===== config.mk =====
export PLATFORM = sky130hd
export DESIGN_NAME = header_field_parser
export DESIGN_NICKNAME = d
export VERILOG_FILES = /design/src/rtl/hfp_pkg.sv /design/src/rtl/hfp_in_stage.sv /design/src/rtl/hfp_parse_core.sv /design/src/rtl/header_field_parser.sv
export SDC_FILE = /design/constraint.sdc
export NUM_CORES = 1
export LEC_CHECK = 0
export BUFFER_PORTS_ARGS = -buffer_cell sky130_fd_sc_hd__buf_2
export CAP_MARGIN = 20
export CORE_UTILIZATION = 48
export DETAILED_ROUTE_END_ITERATION = 8
export GPL_ROUTABILITY_DRIVEN = 1
export PLACE_DENSITY_LB_ADDON = 0.12
export SLEW_MARGIN = 15
export SYNTH_ARGS = -nofsm -noshare
export SYNTH_HDL_FRONTEND = slang
export SYNTH_SLANG_ARGS = --single-unit

===== constraint.sdc =====
create_clock -name aclk -period 9.23 [get_ports aclk]
set_clock_uncertainty 0.1 [all_clocks]
set_input_delay 0 -clock aclk [delete_from_list [all_inputs] [get_ports aclk]]
set_output_delay 0 -clock aclk [all_outputs]
set_load 0.01 [all_outputs]

===== src/rtl/hfp_pkg.sv =====
`timescale 1ns / 1ps
// Shared types, constants and lookup functions for the header field parser.
// Used by hfp_parse_core and header_field_parser.
package hfp_pkg;

    localparam int unsigned HASH_BUCKETS    = 256;
    localparam int unsigned MAX_BLOCK_BYTES = 65536;

    // Bucket count is a power of two: the modulo is a truncation to HASH_W bits.
    localparam int unsigned HASH_W = $clog2(HASH_BUCKETS);
    localparam int unsigned POS_W  = 16;
    localparam int unsigned OUT_HASH_W = 8;

    // Lengths must fit in 16 bits, so the limit never goes above 65535.
    localparam logic [POS_W-1:0] POS_LIMIT =
        (MAX_BLOCK_BYTES < 65535) ? POS_W'(MAX_BLOCK_BYTES) : POS_W'(65535);

    localparam logic [POS_W-1:0] HASH_MULT = POS_W'(131);
    localparam logic [7:0]       HASH_MASK = 8'h1F;

    localparam logic [7:0] CH_COLON = 8'h3A;
    localparam logic [7:0] CH_CR    = 8'h0D;
    localparam logic [7:0] CH_LF    = 8'h0A;
    localparam logic [7:0] CH_SPACE = 8'h20;
    localparam logic [7:0] CH_TAB   = 8'h09;
    localparam logic [7:0] CH_UC_A  = 8'h41;
    localparam logic [7:0] CH_UC_Z  = 8'h5A;
    localparam logic [7:0] CH_LC_A  = 8'h61;
    localparam logic [7:0] CH_LC_Z  = 8'h7A;

    typedef enum logic [2:0] {
        ST_NAME  = 3'd0,
        ST_VALUE = 3'd1,
        ST_CR    = 3'd2,
        ST_NL    = 3'd3,
        ST_FIN   = 3'd4,
        ST_END   = 3'd5
    } parse_state_t;

    typedef enum logic [2:0] {
        CL_COLON  = 3'd0,
        CL_CR     = 3'd1,
        CL_LF     = 3'd2,
        CL_SPACE  = 3'd3,
        CL_LETTER = 3'd4,
        CL_OTHER  = 3'd5
    } byte_class_t;

    typedef enum logic [1:0] {
        EV_FIELD = 2'd0,
        EV_END   = 2'd1,
        EV_ERROR = 2'd2
    } event_kind_t;

    typedef enum logic [3:0] {
        ERR_NAME_CR      = 4'd0,
        ERR_NL_COLON     = 4'd1,
        ERR_NL_LF        = 4'd2,
        ERR_NL_OTHER     = 4'd3,
        ERR_FIN_COLON    = 4'd4,
        ERR_FIN_CR       = 4'd5,
        ERR_FIN_SPACE    = 4'd6,
        ERR_FIN_LETTER   = 4'd7,
        ERR_FIN_OTHER    = 4'd8,
        ERR_POS_OVERFLOW = 4'd9
    } error_code_t;

    typedef struct packed {
        logic         err;
        parse_state_t st;
        error_code_t  code;
    } trans_t;

    typedef struct packed {
        logic              valid;
        event_kind_t       kind;
        logic [POS_W-1:0]  name_start;
        logic [POS_W-1:0]  name_length;
        logic [OUT_HASH_W-1:0] name_hash;
        logic [POS_W-1:0]  value_start;
        logic [POS_W-1:0]  value_length;
        logic [POS_W-1:0]  total_length;
        error_code_t       error_code;
    } hfp_event_t;

    function automatic byte_class_t classify(input logic [7:0] b);
        byte_class_t c;
        if (b == CH_COLON) c = CL_COLON;
        else if (b == CH_CR) c = CL_CR;
        else if (b == CH_LF) c = CL_LF;
        else if (b == CH_SPACE || b == CH_TAB) c = CL_SPACE;
        else if ((b >= CH_UC_A && b <= CH_UC_Z) || (b >= CH_LC_A && b <= CH_LC_Z))
            c = CL_LETTER;
        else c = CL_OTHER;
        return c;
    endfunction

    function automatic trans_t ok(input parse_state_t s);
        trans_t t;
        t.err  = 1'b0;
        t.st   = s;
        t.code = ERR_NAME_CR;
        return t;
    endfunction

    function automatic trans_t fail(input error_code_t e);
        trans_t t;
        t.err  = 1'b1;
        t.st   = ST_NAME;
        t.code = e;
        return t;
    endfunction

    // Fixed transition table; states outside the table behave as the name state.
    function automatic trans_t next_trans(input parse_state_t s, input byte_class_t c);
        trans_t t;
        unique case (s)
            ST_VALUE: t = (c == CL_COLON) ? ok(ST_VALUE) :
                          (c == CL_CR)    ? ok(ST_CR)    : ok(ST_VALUE);
            ST_CR: begin
                case (c)
                    CL_CR:   t = ok(ST_CR);
                    CL_LF:   t = ok(ST_NL);
                    default: t = ok(ST_VALUE);
                endcase
            end
            ST_NL: begin
                case (c)
                    CL_COLON:  t = fail(ERR_NL_COLON);
                    CL_CR:     t = ok(ST_FIN);
                    CL_LF:     t = fail(ERR_NL_LF);
                    CL_SPACE:  t = ok(ST_VALUE);
                    CL_LETTER: t = ok(ST_NAME);
                    default:   t = fail(ERR_NL_OTHER);
                endcase
            end
            ST_FIN: begin
                case (c)
                    CL_COLON:  t = fail(ERR_FIN_COLON);
                    CL_CR:     t = fail(ERR_FIN_CR);
                    CL_LF:     t = ok(ST_END);
                    CL_SPACE:  t = fail(ERR_FIN_SPACE);
                    CL_LETTER: t = fail(ERR_FIN_LETTER);
                    default:   t = fail(ERR_FIN_OTHER);
                endcase
            end
            default: begin
                case (c)
                    CL_COLON: t = ok(ST_VALUE);
                    CL_CR:    t = fail(ERR_NAME_CR);
                    default:  t = ok(ST_NAME);
                endcase
            end
        endcase
        return t;
    endfunction

    function automatic logic [HASH_W-1:0] hash_add(input logic [HASH_W-1:0] h,
                                                   input logic [7:0] b);
        logic [HASH_W+POS_W-1:0] acc;
        acc = (HASH_W+POS_W)'(h) * (HASH_W+POS_W)'(HASH_MULT)
            + (HASH_W+POS_W)'(b & HASH_MASK);
        return acc[HASH_W-1:0];
    endfunction

endpackage


===== src/rtl/hfp_in_stage.sv =====
`timescale 1ns / 1ps
// Input register of the header field parser: holds one accepted byte word.
// Depends on nothing but the stream handshake.
module hfp_in_stage (
    input  logic       aclk,
    input  logic       aresetn,
    input  logic       s_tvalid,
    output logic       s_tready,
    input  logic [7:0] s_data,
    input  logic       s_start,
    input  logic       advance,
    output logic       valid,
    output logic [7:0] data,
    output logic       start
);

    logic       valid_reg;
    logic       valid_next;
    logic [7:0] data_reg;
    logic       start_reg;

    // Refill whenever the held word moves on or the stage is empty.
    assign s_tready   = !valid_reg || advance;
    assign valid_next = s_tready ? s_tvalid : valid_reg;

    always_ff @(posedge aclk) begin
        if (!aresetn) begin
            valid_reg <= 1'b0;
        end else begin
            valid_reg <= valid_next;
        end
    end

    always_ff @(posedge aclk) begin
        if (s_tready && s_tvalid) begin
            data_reg  <= s_data;
            start_reg <= s_start;
        end
    end

    assign valid = valid_reg;
    assign data  = data_reg;
    assign start = start_reg;

endmodule


===== src/rtl/hfp_parse_core.sv =====
`timescale 1ns / 1ps
// Parse state, position and hash registers plus the per-byte decode.
// Depends on hfp_pkg for the class and transition tables and the event type.
module hfp_parse_core (
    input  logic               aclk,
    input  logic               aresetn,
    input  logic               cfg_we,
    input  logic               cfg_wdata,
    input  logic               step,
    input  logic [7:0]         data_byte,
    input  logic               start_new,
    output hfp_pkg::hfp_event_t ev
);

    hfp_pkg::parse_state_t        state_reg, state_next, state_e;
    logic [hfp_pkg::POS_W-1:0]    pos_reg, pos_next, pos_e;
    logic [hfp_pkg::POS_W-1:0]    nstart_reg, nstart_next, nstart_e;
    logic [hfp_pkg::POS_W-1:0]    nlen_reg, nlen_next, nlen_e;
    logic [hfp_pkg::POS_W-1:0]    vstart_reg, vstart_next, vstart_e;
    logic [hfp_pkg::HASH_W-1:0]   hash_reg, hash_next, hash_e;
    logic                         stopped_reg, stopped_next, stopped_e;
    logic                         per_line_reg;
    hfp_pkg::trans_t              tr;

    always_comb begin
        // A start flag clears the block before this byte is parsed.
        state_e   = start_new ? hfp_pkg::ST_NAME : state_reg;
        pos_e     = start_new ? '0 : pos_reg;
        nstart_e  = start_new ? '0 : nstart_reg;
        nlen_e    = start_new ? '0 : nlen_reg;
        vstart_e  = start_new ? '0 : vstart_reg;
        hash_e    = start_new ? '0 : hash_reg;
        stopped_e = start_new ? 1'b0 : stopped_reg;

        tr = hfp_pkg::next_trans(state_e, hfp_pkg::classify(data_byte));

        state_next   = state_e;
        pos_next     = pos_e;
        nstart_next  = nstart_e;
        nlen_next    = nlen_e;
        vstart_next  = vstart_e;
        hash_next    = hash_e;
        stopped_next = stopped_e;
        ev           = '0;

        if (!stopped_e) begin
            if (pos_e >= hfp_pkg::POS_LIMIT) begin
                ev.valid      = 1'b1;
                ev.kind       = hfp_pkg::EV_ERROR;
                ev.error_code = hfp_pkg::ERR_POS_OVERFLOW;
                stopped_next  = 1'b1;
            end else begin
                pos_next = pos_e + 1'b1;
                if (tr.err) begin
                    ev.valid      = 1'b1;
                    ev.kind       = hfp_pkg::EV_ERROR;
                    ev.error_code = tr.code;
                    stopped_next  = 1'b1;
                end else begin
                    unique case (state_e)
                        hfp_pkg::ST_NAME: begin
                            if (tr.st == hfp_pkg::ST_VALUE) begin
                                vstart_next = pos_e + 1'b1;
                                nlen_next   = pos_e - nstart_e;
                            end else begin
                                hash_next = hfp_pkg::hash_add(hash_e, data_byte);
                            end
                        end
                        hfp_pkg::ST_NL: begin
                            // Folded line in per-field mode: keep the value going.
                            if (!(tr.st == hfp_pkg::ST_VALUE && !per_line_reg)) begin
                                ev.valid        = 1'b1;
                                ev.kind         = hfp_pkg::EV_FIELD;
                                ev.name_start   = nstart_e;
                                ev.name_length  = nlen_e;
                                ev.name_hash    = hfp_pkg::OUT_HASH_W'(hash_e);
                                ev.value_start  = vstart_e;
                                ev.value_length = pos_e - vstart_e - hfp_pkg::POS_W'(2);
                                if (tr.st == hfp_pkg::ST_NAME) begin
                                    nstart_next = pos_e;
                                    hash_next   = hfp_pkg::hash_add('0, data_byte);
                                end else if (tr.st == hfp_pkg::ST_VALUE) begin
                                    vstart_next = pos_e;
                                end
                            end
                        end
                        hfp_pkg::ST_FIN: begin
                            if (tr.st == hfp_pkg::ST_END) begin
                                ev.valid        = 1'b1;
                                ev.kind         = hfp_pkg::EV_END;
                                ev.total_length = pos_e + 1'b1;
                                stopped_next    = 1'b1;
                            end
                        end
                        default: begin
                        end
                    endcase
                    state_next = (tr.st == hfp_pkg::ST_END) ? hfp_pkg::ST_FIN : tr.st;
                end
            end
        end
    end

    always_ff @(posedge aclk) begin
        if (!aresetn) begin
            per_line_reg <= 1'b0;
        end else if (cfg_we) begin
            per_line_reg <= cfg_wdata;
        end
    end

    always_ff @(posedge aclk) begin
        if (!aresetn) begin
            state_reg   <= hfp_pkg::ST_NAME;
            pos_reg     <= '0;
            nstart_reg  <= '0;
            nlen_reg    <= '0;
            vstart_reg  <= '0;
            hash_reg    <= '0;
            stopped_reg <= 1'b0;
        end else if (step) begin
            state_reg   <= state_next;
            pos_reg     <= pos_next;
            nstart_reg  <= nstart_next;
            nlen_reg    <= nlen_next;
            vstart_reg  <= vstart_next;
            hash_reg    <= hash_next;
            stopped_reg <= stopped_next;
        end
    end

endmodule


===== src/rtl/header_field_parser.sv =====
`timescale 1ns / 1ps
// Top level of the header field parser: input register, parse core, result register.
// Depends on hfp_pkg, hfp_in_stage and hfp_parse_core.
//
//  channel  | direction | tdata                        | tuser
//  ---------+-----------+------------------------------+-------------------
//  s_       | in        | data_byte                    | start_new
//  m_       | out       | bounds, hash, lengths, error | event_kind
//  cfg_     | in        | cfg_wdata: per_line_continuation (no handshake)
//
// One byte word per clock sustained while m_tready is high; each word passes the
// input register and the decode and lands in the result register.
// Each byte gives zero or one result word.
// Reset (aresetn low, synchronous) empties both registers and clears the parse
// state and mode bit. A stalled m_ side holds the result; the input register
// still takes a word only while empty, then s_tready drops until m_tready returns.
module header_field_parser (
    input  logic        aclk,
    input  logic        aresetn,

    input  logic        cfg_we,
    input  logic        cfg_wdata,

    input  logic        s_tvalid,
    output logic        s_tready,
    input  logic [7:0]  s_tdata,   // [7:0] data_byte
    input  logic        s_tuser,   // [0] start_new

    output logic        m_tvalid,
    input  logic        m_tready,
    output logic [95:0] m_tdata,   // [15:0] name_start, [31:16] name_length,
                                   // [39:32] name_hash, [55:40] value_start,
                                   // [71:56] value_length, [87:72] total_length,
                                   // [91:88] error_code, [95:92] zero
    output logic [1:0]  m_tuser    // [1:0] event_kind
);

    logic                 advance;
    logic                 in_valid;
    logic [7:0]           in_data;
    logic                 in_start;
    logic                 step;
    hfp_pkg::hfp_event_t  ev;

    logic                 m_tvalid_reg, m_tvalid_next;
    logic [95:0]          m_tdata_reg;
    logic [1:0]           m_tuser_reg;

    assign advance = !m_tvalid_reg || m_tready;
    assign step    = in_valid && advance;

    hfp_in_stage u_in (
        .aclk     (aclk),
        .aresetn  (aresetn),
        .s_tvalid (s_tvalid),
        .s_tready (s_tready),
        .s_data   (s_tdata),
        .s_start  (s_tuser),
        .advance  (advance),
        .valid    (in_valid),
        .data     (in_data),
        .start    (in_start)
    );

    hfp_parse_core u_core (
        .aclk      (aclk),
        .aresetn   (aresetn),
        .cfg_we    (cfg_we),
        .cfg_wdata (cfg_wdata),
        .step      (step),
        .data_byte (in_data),
        .start_new (in_start),
        .ev        (ev)
    );

    assign m_tvalid_next = advance ? (step && ev.valid) : m_tvalid_reg;

    always_ff @(posedge aclk) begin
        if (!aresetn) begin
            m_tvalid_reg <= 1'b0;
        end else begin
            m_tvalid_reg <= m_tvalid_next;
        end
    end

    // Load the result word only when the register is free to move.
    always_ff @(posedge aclk) begin
        if (advance) begin
            m_tdata_reg <= {4'b0000, ev.error_code, ev.total_length, ev.value_length,
                            ev.value_start, ev.name_hash, ev.name_length, ev.name_start};
            m_tuser_reg <= ev.kind;
        end
    end

    assign m_tvalid = m_tvalid_reg;
    assign m_tdata  = m_tdata_reg;
    assign m_tuser  = m_tuser_reg;

endmodule

==> key figures, run 1 <==
Layout
  • Total area of multi-input combinational cells: just over 5000 µm²
  • Sequential cell area: approximately 4700 µm²
  • Net count reported at finish: 1255
  • Final Util: 0.5669
  • Layout overhead on the synthesized area: 14.06%
  • Diode count: 0
  • Filler cell count: 1881
  • Final cell count without fillers: 1453
  • Largest register FFs: 92
  • Share of layout cells above drive strength 1: 0.1420

Synth
  • Number of standard cells after synthesis: between 1000 and 1500
  • EDFF count, synth: 103
  • Top cells by instance count after synthesis: nor2_1, edfxtp_1, nand2_1
  • Share of the synthesized area in the top cell type: 0.3036
  • Leading register cell type out of synthesis: edfxtp_1
  • Largest area contributor in the netlist: edfxtp_1
  • Syn avg cell area: 9.564 µm²
  • Number of synthesis warnings: 0
  • Most common cell in the netlist: nor2_1
  • Flop and latch count out of synthesis: 182
  • Ys async rst share: 0
  • Post-Synthesis Cell Area: 10190 µm²
  • Number of library cell types mapped by synthesis: a little over 80
  • Dominant cells by area after synthesis: edfxtp_1, dfxtp_1, ha_1
  • Sequential share of the synthesized area: 0.4589

Global route
  • Initial antenna violation count: 0
  • Via count of the first global-routing pass: 7435
  • Combined global-route utilization of all metal layers: 0.2359
  • Pin count of the biggest net entering global routing: 64
  • Grt total ovfl: 0
  • First-pass GRT wire length: 39.64 mm

Timing
  • Setup TNS after final layout: 0 ns
  • Final hold viol count: 0
  • Setup violation total in the final timing report: 0
  • Maximum clock frequency: around 0.22 GHz
  • Final Max Slew Viols: 0
  • Actual slew at the worst max-slew pin: 0.9869 ns
  • Relative slew slack: 0.3397
  • Fin crit period: 4.501 ns
  • Crit share post-route: 0.4876
  • Setup repair after global routing missed its margin: false

Routing
  • Vias after detailed routing: 8230
  • DR iter-0 viols: 657
  • Avg WL per Cell: 17.60 µm
  • Remaining routing DRC violations: 0
  • Detailed-route vias per instance: between 5 and 6
  • Number of routed nets with antenna violations: 0
  • Number of detailed-route iterations in the first pass: 7
  • Final WL: 25.57 mm

Clock tree
  • Htree depth: 4
  • Clock Tree Root: clkbuf_16
  • Setup bufs post-CTS: 0
  • Clock Pin Slew Worst Setup and Hold Paths: 0.07 ns
  • Clock sink count: 182
  • PostCTS Resize Cnt: 0
  • Worst-Skew Late Latency: between 0.4 and 0.5 ns
  • Clock Tree Buf Depth: 2
  • Hold-fix buffers at CTS: 15
  • TritonCTS clock tree: built
  • Clock buffers created by TritonCTS: 17

Pwr
  • Worst VDD drop: around 120 µV
  • Static Leakage: approximately 0.005 µW
  • Power Total: roughly 1700 µW
  • Power per cell area: 144.9 nW/µm²

Floorplan
  • Starting density of the core: 0.4970
  • Count of standard-cell rows: 52
  • Total Die Area: approximately 22000 µm²
  • Boundary pin count: 115
  • Die outline width: between 100 and 150 µm
  • Floorplan Core Area: 20490 µm²
  • Vertical extent of the die: 147.7 µm

Placement
  • Weighted congestion at the end of routability-driven global placement: 0.9433
  • Total placed cells including tap cells: 1405
  • I/O Buffers: 110
  • Total half-perimeter wirelength after legalization and detailed placement: 18.55 mm

Outcome
  • Result of the run: complete, no violations

Flow run
  • Max capacitance violation total: 0

Worst setup path
  • Required time at the worst-slack endpoint: 9.32 ns
  • Largest delay share family, worst path: simple AND/OR/NAND/NOR gates
  • Worst-path cell with the longest stage delay: nand3_1
  • Cell Chain, Critical Path: buf_4 > inv_1 > buf_4 > nand2_1 > inv_1 > ha_1 > nand3_1 > nor4_2 > a41oi_1 > a41oi_1 > nor2_1 > nand3_1 > inv_1 > and2_1
  • Buffering stage count on the worst path with inverters included: 5
  • Worst-path maximum fanout: 63
  • Delay contributed by the slowest stage of the critical path: 0.58 ns
  • Nature of the critical path endpoint: register
  • Nature of the critical path startpoint: register
  • Library cell appearing most often on the critical path: inv_1
  • Data arrival, critical path: 4.59 ns
  • Worst Path Class, Setup: reg2reg

Hold path
  • Path class of the lowest-slack min-delay path: in2reg
## cells in the final DEF, fill, tap and decap left out, drive strengths merged, types with 32 or more instances in the layout
cell    instances
buf           119
ha             63
nor2          112
and2           58
edfxtp        103
nor3           32
a21oi          55
dfxtp          79
o21ai          57
nand2         104
inv            66
## metrics by stage
step | setup slack [ns] | hold slack [ns] | cell area [µm²]
finish | 4.729 | 0.1725 | 11620
global route | 4.385 | 0.1837 | 11620
CTS | 4.751 | 0.1602 | 11610
detailed placement | 4.772 | 0.07809 | 10900
global placement | 4.926 | 0.07648 | 10900
floorplan | 5.048 | -0.001131 | 10200
## worst reg2reg max path, cell delays in order, from the launching register on
cell,delay [ns]
edfxtp_1,0.37
buf_4,0.32
inv_1,0.16
buf_4,0.38
nand2_1,0.22
inv_1,0.15
ha_1,0.27
nand3_1,0.16
nor4_2,0.57
a41oi_1,0.27
a41oi_1,0.26
nor2_1,0.17
nand3_1,0.58
inv_1,0.12
and2_1,0.18
## worst paths after layout
path                                          start                   to  slack, ns  cells after the start
worst min register to register  u_core.nlen_reg[12]  u_core.nlen_reg[12]       0.35                      2
worst max register to register           u_in.start          m_tdata[73]       4.73                     14
worst max-delay path                     u_in.start          m_tdata[73]       4.73                     14
worst min-delay path                     s_tdata[0]         u_in.data[0]       0.17                      2
## layer usage
metal / global-route usage / up-vias / share of wire
met5: 0 / - / 0
met3: 0.03549 / 47 / 0.057
met1: 0.3307 / 3885 / 0.46
met2: 0.3682 / 300 / 0.46
li1: - / 3998 / -
met4: 0.09124 / 0 / 0.030
## cell families (layout without fill, tap and decap cells)
kind of cell	Yosys count	in the layout	share of synthesized area
fa+ha+maj	70	70	0.09114
xor+xnor	42	42	0.03611
flops	182	182	0.4589
mux	4	4	0.003931
buf+inv	114	229	0.04803
other cells	1	4	0.0003682
simple gates	417	417	0.2050
compound gates	235	235	0.1565
## final cells by class
cell class                 instances  share of cell area
tap                              270             0.02908
multi-input combinational        772              0.4332
timing repair buffer             134             0.06644
clock buffer                      21             0.04060
inverter                          63             0.02057
clock inverter                    11            0.007754
sequential                       182              0.4023
## power breakdown
part | total [µW] | leakage [µW] | internal, µW | switching [µW]
registers | 866 | 0.00189 | 856 | 9.82
clock network | 695 | 0.000272 | 373 | 322
logic | 122 | 0.00292 | 46.7 | 75.8
total | 1680 | 0.00508 | 1280 | 408
Power figures use the tool's default switching activity.
==> inputs of run 2 (changes only) <==
==> constraint.sdc (replaced) <==
create_clock -name aclk -period 4.45 [get_ports aclk]
set_clock_uncertainty 0.1 [all_clocks]
set_input_delay 0 -clock aclk [delete_from_list [all_inputs] [get_ports aclk]]
set_output_delay 0 -clock aclk [all_outputs]
set_load 0.01 [all_outputs]
==> run 2 against run 1 <==
Count of clock-buffer cells in the layout decreased by 3. Cell count increased by 1.0%. Sequential cell count unchanged. Register-to-register slack got worse by 4.2 ns. First-iteration DRC count increased by 0.46%. Core utilization increased by 0.67 points. Largest cell class unchanged. Largest power group unchanged.
==> key figures, run 2 (same netlist as run 1, synthesis figures left out) <==
Timing
  • Relative slew slack: 0.3712 (was 0.3397)
  • Setup violation total in the final timing report: 0 (unchanged)
  • Actual slew at the worst max-slew pin: 0.9397 ns (was 0.9869 ns)
  • Setup repair after global routing missed its margin: false (unchanged)
  • Final Max Slew Viols: 0 (unchanged)
  • Setup TNS after final layout: 0 ns (unchanged)
  • Worst Slack Setup Final: 0.5596 ns (was 4.729 ns)
  • Fin crit period: 3.890 ns (was 4.501 ns)
  • Final hold viol count: 0 (unchanged)
  • Crit share post-route: 0.8742 (was 0.4876)
  • Maximum clock frequency: 0.2570 GHz (was 0.2222 GHz)
  • Worst hold margin: 0.1735 ns (was 0.1725 ns)

Pwr
  • Static Leakage: 0.005169 µW (was 0.005080 µW)
  • Part of the power in combinational logic: 0.074 (was 0.073)
  • Worst VDD drop: 288.7 µV (was 118.4 µV)
  • Sequential cell fraction of total power: 0.507 (was 0.514)
  • Proportion of total power due to net switching: 0.2566 (was 0.2422)
  • Share of power burned in the clock network: 0.420 (was 0.413)
  • Switching Power: 910.1 µW (was 407.7 µW)
  • Internal power consumption: 2637 µW (was 1276 µW)
  • Power per cell area: 301.8 nW/µm² (was 144.9 nW/µm²)

Global route
  • Combined global-route utilization of all metal layers: 0.2515 (was 0.2359)
  • Layer with the highest usage: met2 (unchanged)
  • Pin count of the biggest net entering global routing: 63 (was 64)
  • Initial antenna violation count: 0 (unchanged)
  • First-pass GRT wire length: 42.09 mm (was 39.64 mm)
  • Grt met1 use: 0.3472 (was 0.3307)
  • Grt total ovfl: 0 (unchanged)
  • Met3 GRT Util: 0.04352 (was 0.03549)
  • Routing usage on met2: 0.3953 (was 0.3682)
  • Via count of the first global-routing pass: 7784 (was 7435)

Clock tree
  • TritonCTS clock tree: built (unchanged)
  • Htree depth: 4 (unchanged)
  • Clock Tree Root: clkbuf_16 (unchanged)
  • Worst-Skew Late Latency: 0.44 ns (was 0.43 ns)
  • Clock sink count: 182 (unchanged)
  • Clock buffers created by TritonCTS: 17 (unchanged)
  • PostCTS Resize Cnt: 0 (unchanged)
  • Clock Tree Buf Depth: 2 (unchanged)
  • Clock Pin Slew Worst Setup and Hold Paths: 0.07 ns (about the same)

Worst setup path
  • Delay contributed by the slowest stage of the critical path: 0.43 ns (was 0.58 ns)
  • Largest delay share family, worst path: compound AO/OA/AOI/OAI gates (was simple AND/OR/NAND/NOR gates)
  • Data arrival, critical path: 3.98 ns (was 4.59 ns)
  • Cell Chain, Critical Path: buf_12 > nor2b_1 > inv_1 > ha_1 > inv_1 > ha_1 > inv_1 > fa_1 > nor2b_1 > o21a_1 > o21ai_0 > a211o_1 > nand3_1 > a41oi_1 > xnor2_1 > nor2_1 (was buf_4 > inv_1 > buf_4 > nand2_1 > inv_1 > ha_1 > nand3_1 > nor4_2 > a41oi_1 > a41oi_1 > nor2_1 > nand3_1 > inv_1 > and2_1)
  • Library cell appearing most often on the critical path: inv_1 (unchanged)
  • Nature of the critical path endpoint: register (unchanged)
  • Buffering stage count on the worst path with inverters included: 4 (was 5)
  • Required time at the worst-slack endpoint: 4.54 ns (was 9.32 ns)
  • Worst Path Class, Setup: reg2reg (unchanged)
  • Worst-path cell with the longest stage delay: edfxtp_1 (was nand3_1)
  • Nature of the critical path startpoint: register (unchanged)
  • Worst-path maximum fanout: 62 (was 63)

Layout
  • Share of layout cells above drive strength 1: 0.1536 (was 0.1420)
  • Commonest cells after routing, fill and taps aside: nor2_1, buf_2, nand2_1, edfxtp_1, dfxtp_1 (unchanged)
  • Area of all placed cells without fillers: 11760 µm² (was 11620 µm²)
  • Largest register FFs: 92 (unchanged)
  • Net count reported at finish: 1270 (was 1255)
  • Diode count: 0 (unchanged)
  • Final Util: 0.5736 (was 0.5669)
  • Layout overhead on the synthesized area: 15.40% (was 14.06%)
  • Most common cell after layout, fill and taps aside: nor2_1 (unchanged)

Floorplan
  • Vertical extent of the die: 147.7 µm (unchanged)
  • Floorplan Core Area: 20490 µm² (unchanged)
  • Total Die Area: 21810 µm² (unchanged)
  • Boundary pin count: 115 (unchanged)
  • Count of standard-cell rows: 52 (unchanged)
  • Starting density of the core: 0.4970 (unchanged)
  • Die outline width: 147.7 µm (unchanged)

Placement
  • I/O Buffers: 110 (unchanged)
  • Total half-perimeter wirelength after legalization and detailed placement: 19.69 mm (was 18.55 mm)
  • Area post-placement: 11020 µm² (was 10900 µm²)
  • Weighted congestion at the end of routability-driven global placement: 0.9265 (was 0.9433)
  • DP Worst Slack: 0.6359 ns (was 4.772 ns)

Routing
  • Number of detailed-route iterations in the first pass: 5 (was 7)
  • Detailed-route vias per instance: 5.675 (was 5.664)
  • Number of routed nets with antenna violations: 0 (unchanged)
  • Avg WL per Cell: 18.28 µm (was 17.60 µm)
  • Vias after detailed routing: 8331 (was 8230)
  • DR iter-0 viols: 660 (was 657)
  • Final WL: 26.83 mm (was 25.57 mm)
  • Remaining routing DRC violations: 0 (unchanged)

Flow run
  • Max capacitance violation total: 0 (unchanged)

Hold path
  • Path class of the lowest-slack min-delay path: in2reg (unchanged)

Outcome
  • Result of the run: complete, no violations (unchanged)
==> run 2: power groups by stage <==
stage | Combinational [µW] | Sequential, µW | Clock (µW)
2_1_floorplan | 180 | 1830 | 0
6_report | 262 | 1800 | 1490
3_3_place_gp | 244 | 1830 | 0
5_1_grt | 291 | 1800 | 1580
3_5_place_dp | 247 | 1840 | 0
4_1_cts | 259 | 1800 | 1500
==> run 2: path summary, 6_finish.rpt <==
| check | start | to | slack [ns] | cells past startpoint |
|---|---|---|---|---|
| setup reg to reg | u_in.start | m_tdata[71] | 0.56 | 16 |
| hold / removal | s_tdata[2] | u_in.data[2] | 0.17 | 2 |
| hold reg to reg | u_core.nlen_reg[0] | u_core.nlen_reg[0] | 0.36 | 2 |
| setup / recovery | u_in.start | m_tdata[71] | 0.56 | 16 |
==> run 2: what timing repair did <==
| action | 4_1_cts | 5_1_grt |
|---|---|---|
| buffers inserted | 0 | 0 |
| endpoints found under the hold margin | 17 | 0 |
| endpoints found under the setup margin | 0 | 0 |
| hold buffers | 16 | 0 |
==> run 2: area by class of cell <==
cell class,instances,area [µm²]
clock buffers,18,439.2
clock inverters,14,135.1
fillers,1881,8740
inverters,63,239.0
multi-input cells,772,5034
flip-flops and latches,182,4674
well taps,270,337.8
repair buffers,149,895.9
==> run 2: metrics by stage <==
| step | power, µW | cells |
|---|---|---|
| final | 3547 | 1468 |
| after global routing | 3674 | 1468 |
| after CTS | 3559 | 1468 |
| after detailed placement | 2082 | 1420 |
| after global placement | 2079 | 1420 |
| after floorplan | 2008 | 1068 |
==> run 2: layer usage <==
metal  wire (µm)  up-vias
li1            -     4041
met1       12220     3926
met2       12270      316
met3        1595       48
met4         748        0
met5           0        -
